==> config.mk <==
export PLATFORM = sky130hd
export DESIGN_NAME = windowed_touch_edge_detector
export DESIGN_NICKNAME = d
export VERILOG_FILES = /design/src/rtl/wted_pkg.sv /design/src/rtl/wted_datapath.sv /design/src/rtl/wted_ctrl.sv /design/src/rtl/windowed_touch_edge_detector.sv
export SDC_FILE = /design/constraint.sdc
export NUM_CORES = 2
export LEC_CHECK = 0
export ABC_AREA = 1
export BUFFER_PORTS_ARGS = -buffer_cell sky130_fd_sc_hd__buf_2
export CORE_ASPECT_RATIO = 0.75
export CORE_MARGIN = 5
export CORE_UTILIZATION = 30
export DETAILED_ROUTE_END_ITERATION = 6
export SLEW_MARGIN = 25
export SYNTH_ARGS = -nofsm -noshare
export SYNTH_HDL_FRONTEND = slang
export SYNTH_SLANG_ARGS = --single-unit
==> constraint.sdc <==
create_clock -name clk_i -period 19.2 [get_ports clk_i]
set_clock_uncertainty 0.2 [all_clocks]
set_input_delay 1.92 -clock clk_i [delete_from_list [all_inputs] [get_ports clk_i]]
set_output_delay 1.92 -clock clk_i [all_outputs]
set_load 0.1 [all_outputs]
==> src/rtl/wted_pkg.sv <==
package wted_pkg;
  localparam int SampleW = 16;
  localparam int LevelW  = 15;
  localparam int ModeW   = 3;
  localparam int CmdW    = 4;
  localparam logic signed [SampleW-1:0] FillMin = 16'sd11;
  localparam logic [ModeW-1:0] ModeIdle  = 3'd0;
  localparam logic [ModeW-1:0] ModeHeld  = 3'd1;
  localparam logic [ModeW-1:0] ModePlace = 3'd2;
  localparam logic [ModeW-1:0] ModeRel   = 3'd3;
  localparam logic [ModeW-1:0] ModePush  = 3'd6;
  localparam logic [ModeW-1:0] ModeWait  = 3'd7;
  localparam logic [CmdW-1:0] CmdNone    = 4'd0;
  localparam logic [CmdW-1:0] CmdGrasp   = 4'd1;
  localparam logic [CmdW-1:0] CmdRelease = 4'd3;
  localparam logic [CmdW-1:0] CmdLeft    = 4'd7;
  localparam logic [CmdW-1:0] CmdRight   = 4'd8;
  localparam logic [1:0] RegLow  = 2'd0;
  localparam logic [1:0] RegHigh = 2'd1;
  localparam logic [1:0] RegEdge = 2'd2;
  localparam logic [1:0] RegMode = 2'd3;

  typedef struct packed {
    logic clear;
    logic scan;
  } cmd_t;
endpackage

==> src/rtl/wted_datapath.sv <==
module wted_datapath #(
  parameter int HALF_WINDOW = 10
) (
  input  logic clk_i,
  input  logic rst_ni,
  input  logic shift_i,
  input  logic signed [wted_pkg::SampleW-1:0] sample_main_i,
  input  logic signed [wted_pkg::SampleW-1:0] sample_left_i,
  input  logic signed [wted_pkg::SampleW-1:0] sample_right_i,
  input  logic [wted_pkg::LevelW-1:0] high_level_i,
  input  wted_pkg::cmd_t cmd_i,
  output logic signed [wted_pkg::SampleW-1:0] oldest_main_o,
  output logic signed [wted_pkg::SampleW-1:0] last_left_o,
  output logic signed [wted_pkg::SampleW-1:0] last_right_o,
  output logic signed [wted_pkg::SampleW-1:0] mx_o [3],
  output logic signed [wted_pkg::SampleW-1:0] mn_o [3],
  output logic signed [wted_pkg::SampleW+7:0] older_o,
  output logic signed [wted_pkg::SampleW+7:0] newer_o [3],
  output logic [7:0] above_o
);
  import wted_pkg::*;
  localparam int WinLen = 2 * HALF_WINDOW;
  localparam int IdxW = $clog2(WinLen);
  localparam int SumW = SampleW + 8;

  logic signed [SampleW-1:0] win_q [3][WinLen];
  logic [IdxW-1:0] idx_q;
  logic signed [SampleW-1:0] s_cur [3];
  logic signed [SampleW-1:0] s_new [3];

  assign s_new[0] = sample_main_i;
  assign s_new[1] = sample_left_i;
  assign s_new[2] = sample_right_i;
  assign oldest_main_o = win_q[0][0];
  assign last_left_o = win_q[1][WinLen-1];
  assign last_right_o = win_q[2][WinLen-1];

  always_comb begin
    for (int c = 0; c < 3; c++) begin
      s_cur[c] = win_q[c][idx_q];
    end
  end

  always_ff @(posedge clk_i or negedge rst_ni) begin
    if (!rst_ni) begin
      for (int c = 0; c < 3; c++) begin
        for (int k = 0; k < WinLen; k++) begin
          win_q[c][k] <= '0;
        end
      end
    end else if (shift_i) begin
      for (int c = 0; c < 3; c++) begin
        for (int k = 0; k < WinLen - 1; k++) begin
          win_q[c][k] <= win_q[c][k+1];
        end
        win_q[c][WinLen-1] <= s_new[c];
      end
    end
  end

  always_ff @(posedge clk_i or negedge rst_ni) begin
    if (!rst_ni) begin
      idx_q <= '0;
    end else if (cmd_i.clear) begin
      idx_q <= '0;
    end else if (cmd_i.scan) begin
      idx_q <= idx_q + 1'b1;
    end
  end

  // The clear coincides with the shift, so entry 1 is the oldest sample of the new window.
  always_ff @(posedge clk_i) begin
    if (cmd_i.clear) begin
      for (int c = 0; c < 3; c++) begin
        mx_o[c] <= win_q[c][1];
        mn_o[c] <= win_q[c][1];
        newer_o[c] <= '0;
      end
      older_o <= '0;
      above_o <= '0;
    end else if (cmd_i.scan) begin
      for (int c = 0; c < 3; c++) begin
        if (s_cur[c] > mx_o[c]) mx_o[c] <= s_cur[c];
        if (s_cur[c] < mn_o[c]) mn_o[c] <= s_cur[c];
        if (32'(idx_q) >= HALF_WINDOW) newer_o[c] <= newer_o[c] + SumW'(s_cur[c]);
      end
      if (32'(idx_q) < HALF_WINDOW) older_o <= older_o + SumW'(s_cur[0]);
      if (s_cur[0] > $signed({1'b0, high_level_i})) above_o <= above_o + 8'd1;
    end
  end
endmodule

==> src/rtl/wted_ctrl.sv <==
module wted_ctrl #(
  parameter int HALF_WINDOW = 10
) (
  input  logic clk_i,
  input  logic rst_ni,
  input  logic in_valid_i,
  output logic in_stall_o,
  output logic out_valid_o,
  input  logic out_stall_i,
  input  logic at_place_pos_i,
  input  logic at_home_pos_i,
  input  logic [wted_pkg::LevelW-1:0] low_level_i,
  input  logic [wted_pkg::LevelW-1:0] high_level_i,
  input  logic [wted_pkg::LevelW-1:0] edge_width_i,
  input  logic mode_load_i,
  input  logic mode_push_i,
  input  logic signed [wted_pkg::SampleW-1:0] oldest_main_i,
  input  logic signed [wted_pkg::SampleW-1:0] last_left_i,
  input  logic signed [wted_pkg::SampleW-1:0] last_right_i,
  input  logic signed [wted_pkg::SampleW-1:0] mx_i [3],
  input  logic signed [wted_pkg::SampleW-1:0] mn_i [3],
  input  logic signed [wted_pkg::SampleW+7:0] older_i,
  input  logic signed [wted_pkg::SampleW+7:0] newer_i [3],
  input  logic [7:0] above_i,
  output logic shift_o,
  output wted_pkg::cmd_t cmd_o,
  output logic [wted_pkg::ModeW-1:0] mode_now_o,
  output logic cmd_valid_o,
  output logic [wted_pkg::CmdW-1:0] cmd_code_o,
  output logic window_ready_o
);
  import wted_pkg::*;
  localparam int WinLen = 2 * HALF_WINDOW;
  localparam int CntW = $clog2(WinLen + 1);
  localparam int W = 40;

  typedef enum logic [1:0] {StIdle, StScan, StDecide, StOut} state_e;
  state_e state_q;
  logic [CntW-1:0] cnt_q;
  logic [ModeW-1:0] mode_q;
  logic rest_known_q, rest_high_q, rise_q, fall_q;
  logic [31:0] item_q, mark_q;
  logic place_q, home_q;

  logic signed [W-1:0] e, span, hdiff, rest, dev, tot, hw_hi, hw_lo;
  logic rest_high_now;
  logic [ModeW-1:0] m_d;
  logic [CmdW-1:0] c_d;
  logic [31:0] mk_d;
  logic rs_d, fs_d;
  logic edge_r, edge_l, pick_any;
  logic [CmdW-1:0] pick;

  function automatic logic signed [W-1:0] sabs(input logic signed [W-1:0] v);
    return v < 0 ? -v : v;
  endfunction

  assign in_stall_o = (state_q != StIdle);
  assign out_valid_o = (state_q == StOut);
  assign shift_o = in_valid_i && (state_q == StIdle);
  assign cmd_o.clear = shift_o;
  assign cmd_o.scan = (state_q == StScan);

  always_comb begin
    logic signed [W-1:0] fm_r, fn_r, bg_r, fm_l, fn_l, bg_l;
    e = W'(signed'({1'b0, edge_width_i}));
    span = W'(mx_i[0]) - W'(mn_i[0]);
    hdiff = sabs(W'(newer_i[0]) - W'(older_i));
    rest_high_now = rest_known_q ? rest_high_q : (32'(above_i) > HALF_WINDOW);
    rest = rest_high_now ? W'(signed'({1'b0, high_level_i}))
                         : W'(signed'({1'b0, low_level_i}));
    tot = W'(older_i) + W'(newer_i[0]);
    dev = sabs(tot - W'(2 * HALF_WINDOW) * rest);
    hw_hi = W'(HALF_WINDOW) * W'(signed'({1'b0, high_level_i}));
    hw_lo = W'(HALF_WINDOW) * W'(signed'({1'b0, low_level_i}));
    m_d = mode_q;
    c_d = CmdNone;
    mk_d = mark_q;
    rs_d = rise_q;
    fs_d = fall_q;
    fm_r = W'(mx_i[2]) - W'(last_right_i);
    fn_r = W'(last_right_i) - W'(mn_i[2]);
    bg_r = fm_r > fn_r ? fm_r : fn_r;
    fm_l = W'(mx_i[1]) - W'(last_left_i);
    fn_l = W'(last_left_i) - W'(mn_i[1]);
    bg_l = fm_l > fn_l ? fm_l : fn_l;
    edge_r = bg_r > e;
    edge_l = bg_l > e;
    pick_any = 1'b0;
    pick = CmdNone;
    if (m_d == ModeIdle) begin
      if (dev < W'(2048 * HALF_WINDOW) && span > e && hdiff > W'(HALF_WINDOW) * e) begin
        m_d = ModeHeld;
        c_d = CmdGrasp;
      end
    end
    if (place_q && m_d == ModeHeld) begin
      m_d = ModePlace;
      mk_d = item_q;
    end
    if (m_d == ModePlace) begin
      if (2 * span > e && 2 * hdiff > W'(HALF_WINDOW) * e &&
          (item_q - mk_d) > 32'(WinLen)) begin
        m_d = ModeRel;
        c_d = CmdRelease;
        mk_d = item_q;
      end
    end
    if (m_d == ModeRel) begin
      if (home_q && (item_q - mk_d) > 32'(WinLen)) m_d = ModeIdle;
    end
    if (m_d == ModePush) begin
      if (edge_r) begin
        pick = CmdRight;
        if (W'(newer_i[2]) > hw_hi && fn_r > e) rs_d = 1'b1;
        else if (W'(newer_i[2]) < hw_lo && fm_r > e) fs_d = 1'b1;
      end else if (edge_l) begin
        pick = CmdLeft;
        if (W'(newer_i[1]) > hw_hi && fn_l > e) rs_d = 1'b1;
        else if (W'(newer_i[1]) < hw_lo && fm_l > e) fs_d = 1'b1;
      end
      pick_any = (pick != CmdNone);
      if (pick_any && (rs_d != fs_d)) begin
        c_d = pick;
        mk_d = item_q;
      end
      if (rs_d == fs_d) m_d = ModeWait;
    end
    if (m_d == ModeWait && (item_q - mk_d) > 32'(HALF_WINDOW)) begin
      rs_d = 1'b0;
      fs_d = 1'b0;
      m_d = ModePush;
    end
  end

  always_ff @(posedge clk_i or negedge rst_ni) begin
    if (!rst_ni) begin
      state_q <= StIdle;
      cnt_q <= '0;
      mode_q <= ModePush;
      rest_known_q <= 1'b0;
      rest_high_q <= 1'b0;
      rise_q <= 1'b0;
      fall_q <= 1'b0;
      item_q <= '0;
      mark_q <= '0;
      place_q <= 1'b0;
      home_q <= 1'b0;
      mode_now_o <= ModePush;
      cmd_valid_o <= 1'b0;
      cmd_code_o <= CmdNone;
      window_ready_o <= 1'b0;
    end else begin
      if (mode_load_i && !rest_known_q) mode_q <= mode_push_i ? ModePush : ModeIdle;
      case (state_q)
        StIdle: begin
          if (in_valid_i) begin
            place_q <= at_place_pos_i;
            home_q <= at_home_pos_i;
            cnt_q <= '0;
            state_q <= StScan;
          end
        end
        StScan: begin
          cnt_q <= cnt_q + 1'b1;
          if (cnt_q == CntW'(WinLen - 1)) state_q <= StDecide;
        end
        StDecide: begin
          if (oldest_main_i < FillMin) begin
            mode_now_o <= mode_q;
            cmd_valid_o <= 1'b0;
            cmd_code_o <= CmdNone;
            window_ready_o <= 1'b0;
          end else begin
            rest_known_q <= 1'b1;
            rest_high_q <= rest_high_now;
            mode_q <= m_d;
            mark_q <= mk_d;
            rise_q <= rs_d;
            fall_q <= fs_d;
            item_q <= item_q + 32'd1;
            mode_now_o <= m_d;
            cmd_valid_o <= (c_d != CmdNone);
            cmd_code_o <= c_d;
            window_ready_o <= 1'b1;
          end
          state_q <= StOut;
        end
        StOut: begin
          if (!out_stall_i) state_q <= StIdle;
        end
        default: state_q <= StIdle;
      endcase
    end
  end
endmodule

==> src/rtl/windowed_touch_edge_detector.sv <==
// Each accepted item shifts one sample into each of three 2*HALF_WINDOW
// sample windows, then a scan over the windows, one entry a cycle, gathers
// max, min, half sums and the rest-level count, and a decision state steps
// the mode machine once the oldest main sample reaches FillMin. The result
// is registered in the decision state and held valid in the output state
// until the output is not stalled; the next item is taken only after the
// result has gone, back in the idle state, so the block does not take a new
// item while one is still in flight.
module windowed_touch_edge_detector #(
  parameter int HALF_WINDOW = 10
) (
  input  logic clk_i,
  input  logic rst_ni,
  input  logic in_valid_i,
  output logic in_stall_o,
  input  logic signed [wted_pkg::SampleW-1:0] sample_main_i,
  input  logic signed [wted_pkg::SampleW-1:0] sample_left_i,
  input  logic signed [wted_pkg::SampleW-1:0] sample_right_i,
  input  logic at_place_pos_i,
  input  logic at_home_pos_i,
  output logic out_valid_o,
  input  logic out_stall_i,
  output logic [wted_pkg::ModeW-1:0] mode_now_o,
  output logic cmd_valid_o,
  output logic [wted_pkg::CmdW-1:0] cmd_code_o,
  output logic window_ready_o,
  input  logic psel,
  input  logic penable,
  input  logic pwrite,
  input  logic [3:0] paddr,
  input  logic [31:0] pwdata,
  output logic [31:0] prdata,
  output logic pready
);
  import wted_pkg::*;

  logic [LevelW-1:0] low_q, high_q, edge_q;
  logic push_q, wr, mode_load;
  logic [1:0] ridx;
  logic shift;
  cmd_t cmd;
  logic signed [SampleW-1:0] oldest, ll, lr;
  logic signed [SampleW-1:0] mx [3];
  logic signed [SampleW-1:0] mn [3];
  logic signed [SampleW+7:0] older;
  logic signed [SampleW+7:0] newer [3];
  logic [7:0] above;

  assign pready = 1'b1;
  assign wr = psel && penable && pwrite;
  assign ridx = paddr[3:2];
  assign mode_load = wr && ridx == RegMode && paddr[1:0] == 2'b00;

  always_ff @(posedge clk_i or negedge rst_ni) begin
    if (!rst_ni) begin
      low_q <= 15'd1024;
      high_q <= 15'd3072;
      edge_q <= 15'd2048;
      push_q <= 1'b1;
    end else if (wr && paddr[1:0] == 2'b00) begin
      case (ridx)
        RegLow:  low_q <= pwdata[LevelW-1:0];
        RegHigh: high_q <= pwdata[LevelW-1:0];
        RegEdge: edge_q <= pwdata[LevelW-1:0];
        RegMode: push_q <= pwdata[0];
        default: ;
      endcase
    end
  end

  always_comb begin
    prdata = '0;
    if (paddr[1:0] == 2'b00) begin
      case (ridx)
        RegLow:  prdata = {17'd0, low_q};
        RegHigh: prdata = {17'd0, high_q};
        RegEdge: prdata = {17'd0, edge_q};
        RegMode: prdata = {31'd0, push_q};
        default: prdata = '0;
      endcase
    end
  end

  wted_datapath #(.HALF_WINDOW(HALF_WINDOW)) u_dp (
    .clk_i, .rst_ni, .shift_i(shift), .sample_main_i, .sample_left_i, .sample_right_i,
    .high_level_i(high_q), .cmd_i(cmd), .oldest_main_o(oldest),
    .last_left_o(ll), .last_right_o(lr), .mx_o(mx), .mn_o(mn), .older_o(older),
    .newer_o(newer), .above_o(above)
  );

  wted_ctrl #(.HALF_WINDOW(HALF_WINDOW)) u_ctrl (
    .clk_i, .rst_ni, .in_valid_i, .in_stall_o, .out_valid_o, .out_stall_i,
    .at_place_pos_i, .at_home_pos_i, .low_level_i(low_q), .high_level_i(high_q),
    .edge_width_i(edge_q), .mode_load_i(mode_load), .mode_push_i(pwdata[0]),
    .oldest_main_i(oldest), .last_left_i(ll), .last_right_i(lr),
    .mx_i(mx), .mn_i(mn), .older_i(older), .newer_i(newer), .above_i(above),
    .shift_o(shift), .cmd_o(cmd), .mode_now_o, .cmd_valid_o, .cmd_code_o,
    .window_ready_o
  );
endmodule

==> flow_metrics.env <==
export IMPL_dp_hpwl_um=184000
export IMPL_fin_crit_sh_pct=89.7
export IMPL_slew_viol_final=0
export IMPL_root_buffer="clkbuf_16"
export IMPL_worst_ep_arrival_time_ns=17.75
export IMPL_syn_inst=11800
export IMPL_synth_edf_count=96
export IMPL_slowest_delay_ns=0.51
export IMPL_clkLatencyLatePin_ns=0.83
export IMPL_layout_setup_ws_ns=1.98
export IMPL_first_pass_iters=6
export IMPL_hold_class="flip-flop to flip-flop"
export IMPL_start_kind="flip-flop"
export IMPL_synth_top_area_share_pct=31.2
export IMPL_core_um2=290000
export IMPL_worstMarginPinSlew_ns=1.08
export IMPL_die_area_um2=302000
export IMPL_routedWlPerCell_um=16.6
export IMPL_finalHoldViolations=0
export IMPL_yosys_top_cells_area="dfrtp_1 (31%), ha_1 (12%), o21ai_0 (11%)"
export IMPL_port_buffers=101
export IMPL_tns_ns=0
export IMPL_gp_congestion=0.936
export IMPL_use_met1_pct=25.6
export IMPL_holdPathStages=2
export IMPL_crit_type="flip-flop to flip-flop"
export IMPL_period_minus_slack_ns=17.22
export IMPL_slowest_stage="a2111oi_0"
export IMPL_synth_avg_cell_area_um2=7.42
export IMPL_pre_cts_ws_ns=1.74
export IMPL_grt_pass1_vias=70500
export IMPL_postRouteAntennaNets=0
export IMPL_top_usage_layer="met1"
export IMPL_nNetsFinal=12500
export IMPL_cp_end_kind="flip-flop"
export IMPL_ys_warn_count=0
export IMPL_post_route_util_pct=33.5
export IMPL_drive_gt1_share_pct=4.83
export IMPL_synth_seq_cells=1300
export IMPL_setup_violations=0
export IMPL_wl_um=260000
export IMPL_final_cell_area_um2=97000
export IMPL_clk_pin_slew_worst_paths_ns=0.06
export IMPL_cp_common_cell="a21oi_1"
export IMPL_critical_path_top_delay_family="compound AO/OA/AOI/OAI gates"
export IMPL_rrSetupSlack_ns=1.98
export IMPL_pin_count=137
export IMPL_gr_total_overflow=0
export IMPL_reg2reg_depth=95
export IMPL_maxCapViolCount=0
export IMPL_num_rows=171
export IMPL_cts_tree="yes"
export IMPL_die_h_um=477
export IMPL_fp_dieW_um=633
export IMPL_synth_seq_area_share_pct=37.2
export IMPL_max_freq_mhz=58.1
export IMPL_start_util_pct=30.2
export IMPL_cts_buffer_depth=3
export IMPL_timing_rr_end="u_ctrl.mode_now_o[0]"
export IMPL_outcome="finished, final reports clean"
export IMPL_grt_max_degree=285
export IMPL_hold_path_startpoint="push_q"
export IMPL_use_met3_pct=2.51
export IMPL_clock_sinks=1300
export IMPL_max_slew_margin_rel_pct=28.3
export IMPL_rr_startpoint="u_dp.above_o[0]"
export IMPL_synth_top_cell_by_area="dfrtp_1"
export IMPL_fillers=31000
export IMPL_grt_usage_pct=16.8
export IMPL_hold_end="push_q"
export IMPL_syn_cell_area_um2=87400
export IMPL_synth_main_ff_cell="dfrtp_1"
export IMPL_placed_area_um2=91700
export IMPL_drcViolationCount=0
export IMPL_htree_levels=4
export IMPL_drtIter0Drc=7073
export IMPL_antenna_found_initial=10
export IMPL_cts_buffers=150
export IMPL_crit_fanout=56
export IMPL_grt_pass1_wl_um=410000
export IMPL_num_vias=76300
export IMPL_synthToLayoutAreaGrowth_pct=11.0
export IMPL_synth_distinct_cells=73
export IMPL_vias_per_cell=4.88
export IMPL_rsz0062_at_grt="no"
export IMPL_synth_async_reset_ratio_pct=84.6
export IMPL_path_buf_inv=11
export IMPL_required_ns=19.73
export IMPL_grt_util_met2_pct=24.9
-- metrics by stage --
step / instances / hold WS, ns
final: 15600 / 0.278
after floorplan: 11800 / 0.235
after CTS: 15600 / 0.282
after global routing: 15600 / 0.296
after global placement: 15400 / 0.264
after detailed placement: 15400 / 0.261
-- worst max path at each step --
stage,startpoint,end,slack (ns),depth (start not counted)
after floorplan,u_dp.above_o[0],u_ctrl.fall_q,5.40,102
final,u_dp.above_o[0],u_ctrl.mode_now_o[0],1.98,95
after global placement,u_dp.above_o[0],u_ctrl.mode_q[0],1.70,93
after detailed placement,u_dp.above_o[0],u_ctrl.mode_q[0],1.74,93
after CTS,u_dp.above_o[0],u_ctrl.mode_q[0],1.68,93
after global routing,u_dp.above_o[0],u_ctrl.mode_q[0],0.21,95
-- layout make-up --
cell class              count  area [µm²]  area share [%]
flip-flops and latches   1300       32500            33.5
inverters                1674        6310            6.51
multi-input cells        8291       46700            48.1
diodes                      1        2.50         0.00258
repair buffers            198        1460            1.50
clock buffers             211        4340            4.47
well taps                3892        4870            5.02
clock inverters            67         803           0.828
-- synthesized netlist by cell type (8+ instances only) --
library cell  number
o221a_2            8
o21bai_1          72
xnor2_1           60
nand3b_1          14
dfrtp_1         1091
o21a_1            18
o41ai_1           42
a211oi_1          18
a2111oi_0         10
dfxtp_1          104
buf_1             50
buf_2             17
edfxtp_1          96
a21o_1            32
nand2_2           17
clkinv_1           8
ha_1             814
a221oi_1          14
inv_1           1643
fa_1              19
o221ai_1          18
nand4_1           95
and2_1             9
nand3_1          236
o21ai_1            9
a21boi_0          42
buf_4             19
inv_2             23
nor2_2            13
o21ai_0         1949
nor4_1            26
dfstp_2            9
nand2_1         2554
nor2_1           547
xor2_1           242
clkbuf_1         441
a21oi_1         1165
nor3_1            87
a31oi_1           23
o211ai_1          21
o31ai_1           21
-- metal layers --
layer	vias to the layer above	wire length, µm
met2	1927	108000
met3	275	16100
met5	-	0
met4	0	5040
li1	38600	-
met1	35500	131000
-- cell families (layout without fill, tap and decap cells) --
group / after synthesis / in the layout / share of synthesized area (%)
AO/OA/AOI/OAI: 3496 / 3496 / 21.2
XOR/XNOR: 303 / 303 / 3.04
adder cells (fa/ha/maj): 833 / 833 / 12.1
buffers and inverters: 2202 / 2150 / 9.57
flip-flops: 1300 / 1300 / 37.2
multiplexers: 4 / 4 / 0.0472
other: 2 / 19 / 0.00859
AND/OR/NAND/NOR: 3637 / 3637 / 16.8
-- registers in the layout, indices dropped and copies added (netlist names), 15 cells and up --
register and flops:
edge_q 15, high_q 15, low_q 15, u_ctrl.item_q 32, u_ctrl.mark_q 32, u_dp.last_left_o 16, u_dp.last_right_o 16, u_dp.mn_o 48
u_dp.mx_o 48, u_dp.newer_o 72, u_dp.older_o 24, u_dp.oldest_main_o 16, u_dp.win_q 912
-- layout by cell type (no fill, tap or decap), types with 152 or more instances in the layout --
cell       instances
o21ai_0         1945
ha_1             814
a21oi_1         1165
clkbuf_16        152
dfrtp_1         1089
xor2_1           241
nand2_1         2549
nand3_1          233
nor2_1           545
inv_1           1636
-- timing repair --
action / 4_1_cts / 5_1_grt
endpoints found under the hold margin: 0 / 0
setup endpoints to repair: 0 / 4
resized for setup: 0 / 2
hold buffers: 0 / 0
buffers inserted: 0 / 2
-- worst register-to-register path, delay by kind of cell (launching register included) --
kind	cells	cell delay [ns]
simple gates	39	6.01
xor+xnor	1	0.09
flops	1	0.36
compound gates	37	6.76
fa+ha+maj	7	2.37
buf+inv	11	1.39
Power is not shown: default switching activity piles up to over one toggle a cycle in this logic, so the estimate is an artifact.
